File: config.mk
export PLATFORM = sky130hd
export DESIGN_NAME = audio_frame_rms_zero_cross_band_flat
export DESIGN_NICKNAME = d
export VERILOG_FILES = /design/src/rtl/core/afzc_pkg.sv /design/src/rtl/core/afzc_if.sv /design/src/rtl/core/afzc_front.sv /design/src/rtl/core/afzc_queue.sv /design/src/rtl/core/afzc_back.sv /design/src/rtl/core/audio_frame_rms_zero_cross_band.sv /design/src/flat_wrapper.sv
export SDC_FILE = /design/constraint.sdc
export NUM_CORES = 2
export LEC_CHECK = 0
export BUFFER_PORTS_ARGS = -buffer_cell sky130_fd_sc_hd__buf_4
export CORE_ASPECT_RATIO = 1.4
export CORE_MARGIN = 2
export CORE_UTILIZATION = 25
export CTS_BUF_LIST = sky130_fd_sc_hd__clkbuf_4 sky130_fd_sc_hd__clkbuf_8
export DETAILED_ROUTE_END_ITERATION = 16
export PLACE_DENSITY = 0.46
export SLEW_MARGIN = 25
export SYNTH_ARGS = -nofsm -noshare
export SYNTH_HDL_FRONTEND = slang
export SYNTH_SLANG_ARGS = --single-unit
File: constraint.sdc
create_clock -name clk -period 12.25 [get_ports clk]
set_input_delay 2.45 -clock clk [delete_from_list [all_inputs] [get_ports clk]]
set_output_delay 2.45 -clock clk [all_outputs]
set_load 0.02 [all_outputs]
File: src/rtl/core/afzc_pkg.sv
// Package: shared types and constants for the frame level and zero-crossing block.
package afzc_pkg;

    localparam int MaxFrame = 1024;
    localparam int CntW     = $clog2(MaxFrame + 1);   // sample count width
    localparam int XcW      = CntW - 1;               // crossing count width
    localparam int SumW     = 31 + CntW;              // sum of squares width

    localparam logic [17:0] RateReset    = 18'd44100;
    localparam logic [16:0] LowMinReset  = 17'd20;
    localparam logic [16:0] LowMaxReset  = 17'd3000;
    localparam logic [16:0] MidMaxReset  = 17'd4000;
    localparam logic [16:0] HighMaxReset = 17'd20000;

    typedef enum logic [2:0] {
        REG_SAMPLE_RATE = 3'd0,
        REG_LOW_MIN     = 3'd1,
        REG_LOW_MAX     = 3'd2,
        REG_MID_MAX     = 3'd3,
        REG_HIGH_MAX    = 3'd4
    } cfg_idx_t;

    typedef enum logic [1:0] {
        BAND_NONE = 2'd0,
        BAND_LOW  = 2'd1,
        BAND_MID  = 2'd2,
        BAND_HIGH = 2'd3
    } band_t;

    typedef enum logic [2:0] {
        ST_IDLE,
        ST_DIV,
        ST_SQRT,
        ST_FREQ,
        ST_BAND,
        ST_OUT
    } back_state_t;

    // frame summary handed from front to back
    typedef struct packed {
        logic [SumW-1:0] sum;
        logic [XcW-1:0]  xings;
        logic [CntW-1:0] n;
    } frame_t;

    typedef struct packed {
        logic [15:0] rms_level;
        logic [16:0] frequency_hz;
        logic [1:0]  band;
        logic [15:0] low_level;
        logic [15:0] mid_level;
        logic [15:0] high_level;
    } result_t;

    typedef struct packed {
        logic [17:0] rate;
        logic [16:0] low_min;
        logic [16:0] low_max;
        logic [16:0] mid_max;
        logic [16:0] high_max;
    } cfg_t;

endpackage

File: src/rtl/core/afzc_if.sv
// Interfaces: sample, result and configuration channels.
interface afzc_sample_if;
    logic               valid;
    logic               ready;
    logic signed [15:0] sample;
    logic               last;
    modport source (output valid, sample, last, input ready);
    modport sink (input valid, sample, last, output ready);
endinterface

interface afzc_result_if;
    logic        valid;
    logic        ready;
    logic [15:0] rms_level;
    logic [16:0] frequency_hz;
    logic [1:0]  band;
    logic [15:0] low_level;
    logic [15:0] mid_level;
    logic [15:0] high_level;
    modport source (output valid, rms_level, frequency_hz, band, low_level, mid_level,
                    high_level, input ready);
    modport sink (input valid, rms_level, frequency_hz, band, low_level, mid_level,
                  high_level, output ready);
endinterface

interface afzc_cfg_if;
    logic        valid;
    logic        ready;
    logic [2:0]  index;
    logic [31:0] data;
    modport source (output valid, index, data, input ready);
    modport sink (input valid, index, data, output ready);
endinterface

File: src/rtl/core/afzc_front.sv
// Front end: per-sample crossing count and sum of squares, frame closing.
module afzc_front (
    input  logic                 clk,
    input  logic                 rst_n,
    input  logic                 in_valid,
    output logic                 in_ready,
    input  logic signed [15:0]   sample,
    input  logic                 last,
    output logic                 fr_valid,
    input  logic                 fr_ready,
    output afzc_pkg::frame_t     fr
);
    import afzc_pkg::*;

    logic            prev_neg_reg;
    logic [XcW-1:0]  xc_reg;
    logic [CntW-1:0] cnt_reg;
    logic [SumW-1:0] sum_reg;
    logic            fv_reg;
    frame_t          fr_reg;

    logic            neg;
    logic [15:0]     mag;
    logic [31:0]     sq;
    logic            acc;
    logic            close;
    logic [XcW-1:0]  xc_next;
    logic [CntW-1:0] cnt_next;
    logic [SumW-1:0] sum_next;

    // front may accept while the hand-off slot is free or being drained
    assign in_ready = !fv_reg || fr_ready;
    assign acc      = in_valid && in_ready;

    always_comb
    begin
        neg      = sample[15];
        mag      = neg ? (16'd0 - sample) : sample;
        sq       = mag * mag;
        xc_next  = xc_reg + XcW'((cnt_reg != '0) && (neg != prev_neg_reg));
        cnt_next = cnt_reg + CntW'(1);
        sum_next = sum_reg + SumW'(sq);
        close    = last || (cnt_next == CntW'(MaxFrame));
    end

    always_ff @(posedge clk or negedge rst_n)
    begin
        if (!rst_n)
        begin
            prev_neg_reg <= 1'b0;
            xc_reg       <= '0;
            cnt_reg      <= '0;
            sum_reg      <= '0;
            fv_reg       <= 1'b0;
        end
        else
        begin
            // hand-off slot: a closing transaction refills it, a drain empties it
            if (acc && close)
                fv_reg <= 1'b1;
            else if (fv_reg && fr_ready)
                fv_reg <= 1'b0;
            if (acc)
            begin
                if (close)
                begin
                    prev_neg_reg <= 1'b0;
                    xc_reg       <= '0;
                    cnt_reg      <= '0;
                    sum_reg      <= '0;
                end
                else
                begin
                    prev_neg_reg <= neg;
                    xc_reg       <= xc_next;
                    cnt_reg      <= cnt_next;
                    sum_reg      <= sum_next;
                end
            end
        end
    end

    // frame summary register
    always_ff @(posedge clk)
    begin
        if (acc && close)
        begin
            fr_reg.sum   <= sum_next;
            fr_reg.xings <= xc_next;
            fr_reg.n     <= cnt_next;
        end
    end

    assign fr_valid = fv_reg;
    assign fr       = fr_reg;
endmodule

File: src/rtl/core/afzc_queue.sv
// Two-entry queue of frame summaries between front and back.
module afzc_queue (
    input  logic              clk,
    input  logic              rst_n,
    input  logic              wr_valid,
    output logic              wr_ready,
    input  afzc_pkg::frame_t  wr_data,
    output logic              rd_valid,
    input  logic              rd_ready,
    output afzc_pkg::frame_t  rd_data
);
    import afzc_pkg::*;

    frame_t     mem_reg [2];
    logic       wp_reg;
    logic       rp_reg;
    logic [1:0] cnt_reg;
    logic       wr;
    logic       rd;

    assign wr_ready = cnt_reg != 2'd2;
    assign rd_valid = cnt_reg != 2'd0;
    assign rd_data  = mem_reg[rp_reg];
    assign wr       = wr_valid && wr_ready;
    assign rd       = rd_valid && rd_ready;

    always_ff @(posedge clk)
    begin
        if (wr)
            mem_reg[wp_reg] <= wr_data;
    end

    always_ff @(posedge clk or negedge rst_n)
    begin
        if (!rst_n)
        begin
            wp_reg  <= 1'b0;
            rp_reg  <= 1'b0;
            cnt_reg <= 2'd0;
        end
        else
        begin
            if (wr)
                wp_reg <= !wp_reg;
            if (rd)
                rp_reg <= !rp_reg;
            cnt_reg <= cnt_reg + 2'(wr) - 2'(rd);
        end
    end
endmodule

File: src/rtl/core/afzc_back.sv
// Back end: sum/n divide, integer square root, frequency divide and band choice.
module afzc_back (
    input  logic              clk,
    input  logic              rst_n,
    input  afzc_pkg::cfg_t    cfg,
    input  logic              fr_valid,
    output logic              fr_ready,
    input  afzc_pkg::frame_t  fr,
    output logic              res_valid,
    input  logic              res_ready,
    output afzc_pkg::result_t res
);
    import afzc_pkg::*;

    localparam int NumW = XcW + 18;          // crossings * rate
    localparam int DW   = CntW + 1;          // 2n
    localparam int MW   = 32;                // mean square fits 31 bits
    localparam int CycW = 6;

    back_state_t state_reg, state_next;
    logic [CycW-1:0] cyc_reg, cyc_next;

    logic [SumW-1:0] quo_reg, quo_next;      // shared divide quotient/dividend
    logic [DW:0]     rem_reg, rem_next;
    logic [DW-1:0]   dvs_reg, dvs_next;
    logic [MW-1:0]   rv_reg, rv_next;        // square root working value
    logic [MW-1:0]   root_reg, root_next;
    logic [MW-1:0]   bit_reg, bit_next;
    logic [NumW-1:0] num_reg, num_next;
    logic [15:0]     rms_reg, rms_next;
    logic [16:0]     freq_reg, freq_next;
    logic [2:0]      bi_reg, bi_next;        // band compare step
    band_t           band_reg, band_next;
    logic            ge_lmin_reg, ge_lmin_next;
    logic            le_lmax_reg, le_lmax_next;
    logic            le_mmax_reg, le_mmax_next;
    logic            le_hmax_reg, le_hmax_next;
    logic            ov_reg, ov_next;
    result_t         res_reg, res_next;

    logic [DW:0]     trial;
    logic [MW-1:0]   rb;
    logic [16:0]     bound;
    logic [16+DW:0]  bprod;

    assign fr_ready  = state_reg == ST_IDLE;
    assign res_valid = ov_reg;
    assign res       = res_reg;

    always_ff @(posedge clk or negedge rst_n)
    begin
        if (!rst_n)
        begin
            state_reg <= ST_IDLE;
            ov_reg    <= 1'b0;
        end
        else
        begin
            state_reg <= state_next;
            ov_reg    <= ov_next;
        end
    end

    always_ff @(posedge clk)
    begin
        cyc_reg     <= cyc_next;
        quo_reg     <= quo_next;
        rem_reg     <= rem_next;
        dvs_reg     <= dvs_next;
        rv_reg      <= rv_next;
        root_reg    <= root_next;
        bit_reg     <= bit_next;
        num_reg     <= num_next;
        rms_reg     <= rms_next;
        freq_reg    <= freq_next;
        bi_reg      <= bi_next;
        band_reg    <= band_next;
        ge_lmin_reg <= ge_lmin_next;
        le_lmax_reg <= le_lmax_next;
        le_mmax_reg <= le_mmax_next;
        le_hmax_reg <= le_hmax_next;
        res_reg     <= res_next;
    end

    // next state and datapath
    always_comb
    begin
        state_next   = state_reg;
        cyc_next     = cyc_reg;
        quo_next     = quo_reg;
        rem_next     = rem_reg;
        dvs_next     = dvs_reg;
        rv_next      = rv_reg;
        root_next    = root_reg;
        bit_next     = bit_reg;
        num_next     = num_reg;
        rms_next     = rms_reg;
        freq_next    = freq_reg;
        bi_next      = bi_reg;
        band_next    = band_reg;
        ge_lmin_next = ge_lmin_reg;
        le_lmax_next = le_lmax_reg;
        le_mmax_next = le_mmax_reg;
        le_hmax_next = le_hmax_reg;
        ov_next      = ov_reg && !res_ready;
        res_next     = res_reg;
        trial        = {rem_reg[DW-1:0], quo_reg[SumW-1]} - {1'b0, dvs_reg};
        rb           = root_reg + bit_reg;
        case (bi_reg)
            3'd0:    bound = cfg.low_min;
            3'd1:    bound = cfg.low_max;
            3'd2:    bound = cfg.mid_max;
            default: bound = cfg.high_max;
        endcase
        bprod        = bound * dvs_reg;

        case (state_reg)
            ST_IDLE:
            begin
                if (fr_valid)
                begin
                    quo_next  = fr.sum;
                    rem_next  = '0;
                    dvs_next  = DW'(fr.n);
                    num_next  = fr.xings * cfg.rate;
                    cyc_next  = '0;
                    state_next = ST_DIV;
                end
            end
            // restoring divide, one quotient bit a cycle
            ST_DIV:
            begin
                if (!trial[DW])
                    rem_next = trial;
                else
                    rem_next = {rem_reg[DW-1:0], quo_reg[SumW-1]};
                quo_next = {quo_reg[SumW-2:0], !trial[DW]};
                cyc_next = cyc_reg + CycW'(1);
                if (cyc_reg == CycW'(SumW - 1))
                begin
                    rv_next    = MW'(quo_next);
                    root_next  = '0;
                    bit_next   = MW'(1) << (MW - 2);
                    state_next = ST_SQRT;
                end
            end
            // bitwise integer square root
            ST_SQRT:
            begin
                if (bit_reg == '0)
                begin
                    rms_next   = root_reg[15:0];
                    quo_next   = SumW'(num_reg);
                    rem_next   = '0;
                    dvs_next   = {dvs_reg[DW-2:0], 1'b0};
                    cyc_next   = '0;
                    state_next = ST_FREQ;
                end
                else
                begin
                    if (rv_reg >= rb)
                    begin
                        rv_next   = rv_reg - rb;
                        root_next = (root_reg >> 1) + bit_reg;
                    end
                    else
                        root_next = root_reg >> 1;
                    bit_next = bit_reg >> 2;
                end
            end
            ST_FREQ:
            begin
                if (!trial[DW])
                    rem_next = trial;
                else
                    rem_next = {rem_reg[DW-1:0], quo_reg[SumW-1]};
                quo_next = {quo_reg[SumW-2:0], !trial[DW]};
                cyc_next = cyc_reg + CycW'(1);
                if (cyc_reg == CycW'(SumW - 1))
                begin
                    freq_next  = quo_next[16:0];
                    bi_next    = '0;
                    state_next = ST_BAND;
                end
            end
            // one bound product a cycle
            ST_BAND:
            begin
                case (bi_reg)
                    3'd0:    ge_lmin_next = (17+DW)'(num_reg) >= bprod;
                    3'd1:    le_lmax_next = (17+DW)'(num_reg) <= bprod;
                    3'd2:    le_mmax_next = (17+DW)'(num_reg) <= bprod;
                    default: le_hmax_next = (17+DW)'(num_reg) <= bprod;
                endcase
                bi_next = bi_reg + 3'd1;
                if (bi_reg == 3'd3)
                    state_next = ST_OUT;
            end
            ST_OUT:
            begin
                if (!ov_next)
                begin
                    if (ge_lmin_reg && le_lmax_reg)
                        band_next = BAND_LOW;
                    else if (!le_lmax_reg && le_mmax_reg)
                        band_next = BAND_MID;
                    else if (!le_mmax_reg && le_hmax_reg)
                        band_next = BAND_HIGH;
                    else
                        band_next = BAND_NONE;
                    res_next.rms_level    = rms_reg;
                    res_next.frequency_hz = freq_reg;
                    res_next.band         = band_next;
                    res_next.low_level    = (band_next == BAND_LOW)  ? rms_reg : 16'd0;
                    res_next.mid_level    = (band_next == BAND_MID)  ? rms_reg : 16'd0;
                    res_next.high_level   = (band_next == BAND_HIGH) ? rms_reg : 16'd0;
                    ov_next    = 1'b1;
                    state_next = ST_IDLE;
                end
            end
            default: state_next = ST_IDLE;
        endcase
    end
endmodule

File: src/rtl/core/audio_frame_rms_zero_cross_band.sv
// Top level: frame RMS level, zero-crossing frequency and band routing.
// Samples are taken one per cycle; the input stalls only while the frame queue is full.
// Back end: one frame at a time, in order sum/n divide, square root, frequency divide, band compares, hand-off.
// Reset (rst_n low, asynchronous) clears counts, queue and result valid, loads config defaults.
module audio_frame_rms_zero_cross_band (
    input  logic            clk,
    input  logic            rst_n,
    afzc_sample_if.sink     in_ch,
    afzc_result_if.source   out_ch,
    afzc_cfg_if.sink        cfg_ch
);
    import afzc_pkg::*;

    cfg_t    cfg_reg;
    frame_t  f_fr, q_fr;
    logic    f_valid, f_ready, q_valid, q_ready;
    result_t res;

    // configuration registers
    assign cfg_ch.ready = 1'b1;
    always_ff @(posedge clk or negedge rst_n)
    begin
        if (!rst_n)
        begin
            cfg_reg.rate     <= RateReset;
            cfg_reg.low_min  <= LowMinReset;
            cfg_reg.low_max  <= LowMaxReset;
            cfg_reg.mid_max  <= MidMaxReset;
            cfg_reg.high_max <= HighMaxReset;
        end
        else if (cfg_ch.valid)
        begin
            case (cfg_ch.index)
                REG_SAMPLE_RATE: cfg_reg.rate     <= cfg_ch.data[17:0];
                REG_LOW_MIN:     cfg_reg.low_min  <= cfg_ch.data[16:0];
                REG_LOW_MAX:     cfg_reg.low_max  <= cfg_ch.data[16:0];
                REG_MID_MAX:     cfg_reg.mid_max  <= cfg_ch.data[16:0];
                REG_HIGH_MAX:    cfg_reg.high_max <= cfg_ch.data[16:0];
                default: ;
            endcase
        end
    end

    afzc_front u_front (
        .clk      (clk),
        .rst_n    (rst_n),
        .in_valid (in_ch.valid),
        .in_ready (in_ch.ready),
        .sample   (in_ch.sample),
        .last     (in_ch.last),
        .fr_valid (f_valid),
        .fr_ready (f_ready),
        .fr       (f_fr)
    );

    afzc_queue u_queue (
        .clk      (clk),
        .rst_n    (rst_n),
        .wr_valid (f_valid),
        .wr_ready (f_ready),
        .wr_data  (f_fr),
        .rd_valid (q_valid),
        .rd_ready (q_ready),
        .rd_data  (q_fr)
    );

    afzc_back u_back (
        .clk       (clk),
        .rst_n     (rst_n),
        .cfg       (cfg_reg),
        .fr_valid  (q_valid),
        .fr_ready  (q_ready),
        .fr        (q_fr),
        .res_valid (out_ch.valid),
        .res_ready (out_ch.ready),
        .res       (res)
    );

    assign out_ch.rms_level    = res.rms_level;
    assign out_ch.frequency_hz = res.frequency_hz;
    assign out_ch.band         = res.band;
    assign out_ch.low_level    = res.low_level;
    assign out_ch.mid_level    = res.mid_level;
    assign out_ch.high_level   = res.high_level;
endmodule
File: src/flat_wrapper.sv
// flat-port wrapper written by rule: the top's interface ports become plain ports
module audio_frame_rms_zero_cross_band_flat import afzc_pkg::*;
  (clk, rst_n, in_ch_valid, in_ch_sample, in_ch_last, in_ch_ready, out_ch_valid, out_ch_rms_level, out_ch_frequency_hz, out_ch_band, out_ch_low_level, out_ch_mid_level, out_ch_high_level, out_ch_ready, cfg_ch_valid, cfg_ch_index, cfg_ch_data, cfg_ch_ready);
  afzc_sample_if in_ch_i ();
  afzc_result_if out_ch_i ();
  afzc_cfg_if cfg_ch_i ();
  input  logic clk;
  input  logic rst_n;
  input wire logic [$bits(in_ch_i.valid)-1:0] in_ch_valid;
  input wire logic [$bits(in_ch_i.sample)-1:0] in_ch_sample;
  input wire logic [$bits(in_ch_i.last)-1:0] in_ch_last;
  output wire logic [$bits(in_ch_i.ready)-1:0] in_ch_ready;
  output wire logic [$bits(out_ch_i.valid)-1:0] out_ch_valid;
  output wire logic [$bits(out_ch_i.rms_level)-1:0] out_ch_rms_level;
  output wire logic [$bits(out_ch_i.frequency_hz)-1:0] out_ch_frequency_hz;
  output wire logic [$bits(out_ch_i.band)-1:0] out_ch_band;
  output wire logic [$bits(out_ch_i.low_level)-1:0] out_ch_low_level;
  output wire logic [$bits(out_ch_i.mid_level)-1:0] out_ch_mid_level;
  output wire logic [$bits(out_ch_i.high_level)-1:0] out_ch_high_level;
  input wire logic [$bits(out_ch_i.ready)-1:0] out_ch_ready;
  input wire logic [$bits(cfg_ch_i.valid)-1:0] cfg_ch_valid;
  input wire logic [$bits(cfg_ch_i.index)-1:0] cfg_ch_index;
  input wire logic [$bits(cfg_ch_i.data)-1:0] cfg_ch_data;
  output wire logic [$bits(cfg_ch_i.ready)-1:0] cfg_ch_ready;
  assign in_ch_i.valid = in_ch_valid;
  assign in_ch_i.sample = in_ch_sample;
  assign in_ch_i.last = in_ch_last;
  assign in_ch_ready = in_ch_i.ready;
  assign out_ch_valid = out_ch_i.valid;
  assign out_ch_rms_level = out_ch_i.rms_level;
  assign out_ch_frequency_hz = out_ch_i.frequency_hz;
  assign out_ch_band = out_ch_i.band;
  assign out_ch_low_level = out_ch_i.low_level;
  assign out_ch_mid_level = out_ch_i.mid_level;
  assign out_ch_high_level = out_ch_i.high_level;
  assign out_ch_i.ready = out_ch_ready;
  assign cfg_ch_i.valid = cfg_ch_valid;
  assign cfg_ch_i.index = cfg_ch_index;
  assign cfg_ch_i.data = cfg_ch_data;
  assign cfg_ch_ready = cfg_ch_i.ready;
  audio_frame_rms_zero_cross_band u_core (.clk(clk), .rst_n(rst_n), .in_ch(in_ch_i), .out_ch(out_ch_i), .cfg_ch(cfg_ch_i));
endmodule
==> metrics.txt <==
Worst-path clk slew=0.06 ns; Yosys top cell area share=29.33%; Synth area leaders=edfxtp_1 (29%), fa_1 (19%), ha_1 (8.7%), dfrtp_1 (6.6%), inv_1 (5.1%); period utilisation layout=84.60%; EDFF count, synth=492; global-route wire length before repair=207.4 mm; syn_area_per_cell=10.68 µm²; DPL Wire Length=99.78 mm; DR vias=33.86k; run status=complete, no violations; max reg flops=126; Port-buffer cells=127; DRT Wirelength=131.4 mm; Routed Antenna Nets=0; Hold-fix buffers, CTS=0; CP delay by family, top=adder cells; Yosys reg bits=651; Final Hold Fails=0; Crit Path Class=input pin to flip-flop; CP endpoint kind=flip-flop; CTS Buf Count=105; clock skew=0.05942 ns; Crit-path slowest cell=xor2_1; Synth area leader=edfxtp_1; die area=205,200 µm²; Slew Limit Headroom=29.26%; 1st-iter DRT viols=1,622; die width=383.4 µm; drt wl/cell=17.29 µm; pins over their slew limit=0; CTS tree=built; clock sinks=651; post-CTS sizing=0; worst path required time=12.90 ns; Worst-Margin Slew=1.061 ns; Max Buffers Root-to-Sink=3; multi-input logic area=28,460 µm²; drt pass-1 iters=5; Layout fillers=21.09k; sequential cell area=18,790 µm²; Chip Height=535.2 µm; mapped cell area=50,380 µm²; CTS root buffer=clkbuf_8; library cells used by synthesis=88; Post-Route Setup TNS=0 ns; Main synth FF type=edfxtp_1; Post-CTS Setup Inserts=0; initial antenna violation count=4; H-tree Lvls=3; clk_lat worst skew=0.81 ns; Initial Utilization=25.06%; core area=201,000 µm²; Core Rows=195; crit path time final=10.36 ns; Placer Congestion=0.8157; CP Max Fanout=15; share of layout cells above drive strength 1=11.68%; GRT Resource Usage Total=12.85%; Final nets=5,733; crit-path most repeated cell=fa_1; max_cap viols=0; # IOs=143; Hold Crit Class=flip-flop to flip-flop; f_max=96.50 MHz; critical path startpoint category=input pin; Synth Warn #=0; final setup vio count=0; Mapped Cells=4,718; RSZ-0062 raised after global routing=false; Area growth, synth to finish=13.24%; crit path DAT=11.01 ns; CP Buf/Inv Count=5; vias in the first global route=36.20k; Seq/Total Area, Yosys=37.29%; asr flop ratio synth=24.42%; max incr delay on CP=0.77 ns; DRC=0; Via-to-Cell Ratio=4.454; largest net degree at the start of global routing=84; grt total ovfl=0
cell usage in the layout, fill, tap and decap left out, types with 13 or more instances in the layout:
| cell | instances |
|---|---|
| nand2_1 | 518 |
| a21o_1 | 65 |
| dfstp_2 | 26 |
| nand2b_1 | 34 |
| edfxtp_1 | 492 |
| mux2i_1 | 69 |
| clkinv_2 | 22 |
| or3_1 | 18 |
| nand3_1 | 52 |
| nor3_1 | 35 |
| inv_1 | 683 |
| o21ai_0 | 144 |
| a31oi_1 | 51 |
| buf_4 | 193 |
| clkbuf_4 | 28 |
| mux2_2 | 93 |
| clkinv_1 | 18 |
| xnor2_1 | 119 |
| a31o_2 | 18 |
| o31ai_1 | 17 |
| and3_1 | 52 |
| nor2b_1 | 82 |
| nand4_1 | 20 |
| xor2_1 | 87 |
| a22o_1 | 22 |
| nor2_1 | 240 |
| conb_1 | 13 |
| a211oi_1 | 32 |
| o22ai_1 | 31 |
| and2_1 | 152 |
| o21bai_1 | 34 |
| ha_1 | 352 |
| dfrtp_1 | 132 |
| clkbuf_8 | 113 |
| fa_1 | 474 |
| o21a_1 | 22 |
| o211ai_1 | 19 |
| a22oi_1 | 42 |
| a21oi_1 | 140 |
routing by layer:
metal | vias up | global-route usage (%) | routed length, µm
li1 | 16090 | - | -
met1 | 17060 | 15.44 | 55580
met2 | 540 | 23.82 | 68560
met3 | 169 | 1.374 | 3753
met4 | 2 | 3.927 | 3513
met5 | - | 0 | 12
cell type report:
class,instances,share of cell area [%]
Antenna cell,2,0.008773
Clock buffer,141,3.094
Tap cell,2659,5.832
Clock inverter,57,1.101
Sequential cell,651,32.93
Multi-Input combinational cell,3203,49.88
Inverter,694,4.568
Timing Repair Buffer,195,2.579
through the flow:
step	instance area [µm²]	hold slack [ns]	std cells	setup WS [ns]	util, %
6_report	57050	0.3868	7602	1.887	28.38
5_1_grt	57050	0.3923	7602	1.382	28.38
4_1_cts	57040	0.3785	7600	1.933	28.37
3_5_place_dp	54640	0.4045	7402	1.069	27.18
3_3_place_gp	54620	0.4040	7402	1.164	27.17
2_1_floorplan	50420	0.4003	4729	2.541	-
cell usage after synthesis (12+ instances only):
library cell  instances
inv_1               684
nand2_1             520
edfxtp_1            492
fa_1                474
ha_1                352
nor2_1              247
and2_1              152
clkbuf_1            152
o21ai_0             144
a21oi_1             140
dfrtp_1             133
xnor2_1             119
mux2_2               93
xor2_1               87
nor2b_1              86
mux2i_1              69
a21o_1               65
a31oi_1              56
and3_1               53
nand3_1              53
a22oi_1              42
nor3_1               37
nand2b_1             34
o21bai_1             34
a211oi_1             32
o22ai_1              31
dfstp_2              26
a22o_1               22
o21a_1               22
nand4_1              20
o211ai_1             19
a31o_2               18
or3_1                18
o31ai_1              17
buf_2                16
nor4_1               12
kinds of logic after synthesis:
family | after synthesis | share of synthesized area, %
other | 2 | 0.01491
muxes | 162 | 3.450
buffers and inverters | 875 | 6.589
adders and majority gates | 826 | 27.58
xor gates and xnor gates | 208 | 3.646
DFF | 651 | 37.29
and+or+nand+nor | 1280 | 12.03
AOI/OAI and AO/OA | 714 | 9.410
final timing paths:
path	start	cells past startpoint	to	slack [ns]
setup / recovery	in_ch_sample[0]	27	u_core.u_front.sum_reg[29]	1.89
hold / removal	u_core.u_back.freq_reg[8]	0	u_core.u_back.res[58]	0.39
setup reg to reg	u_core.u_back.bi_reg[0]	30	u_core.u_back.ge_lmin_reg	2.78
hold reg to reg	u_core.u_back.freq_reg[8]	0	u_core.u_back.res[58]	0.39
max in group asynchronous	rst_n	3	u_core.u_front.sum_reg[38]	8.55
min in group asynchronous	rst_n	1	u_core.cfg_reg[40]	1.59
Power is left out: the tool's default activity adds up to more than one toggle a clock period on the data nets, which glitch-free logic cannot reach.
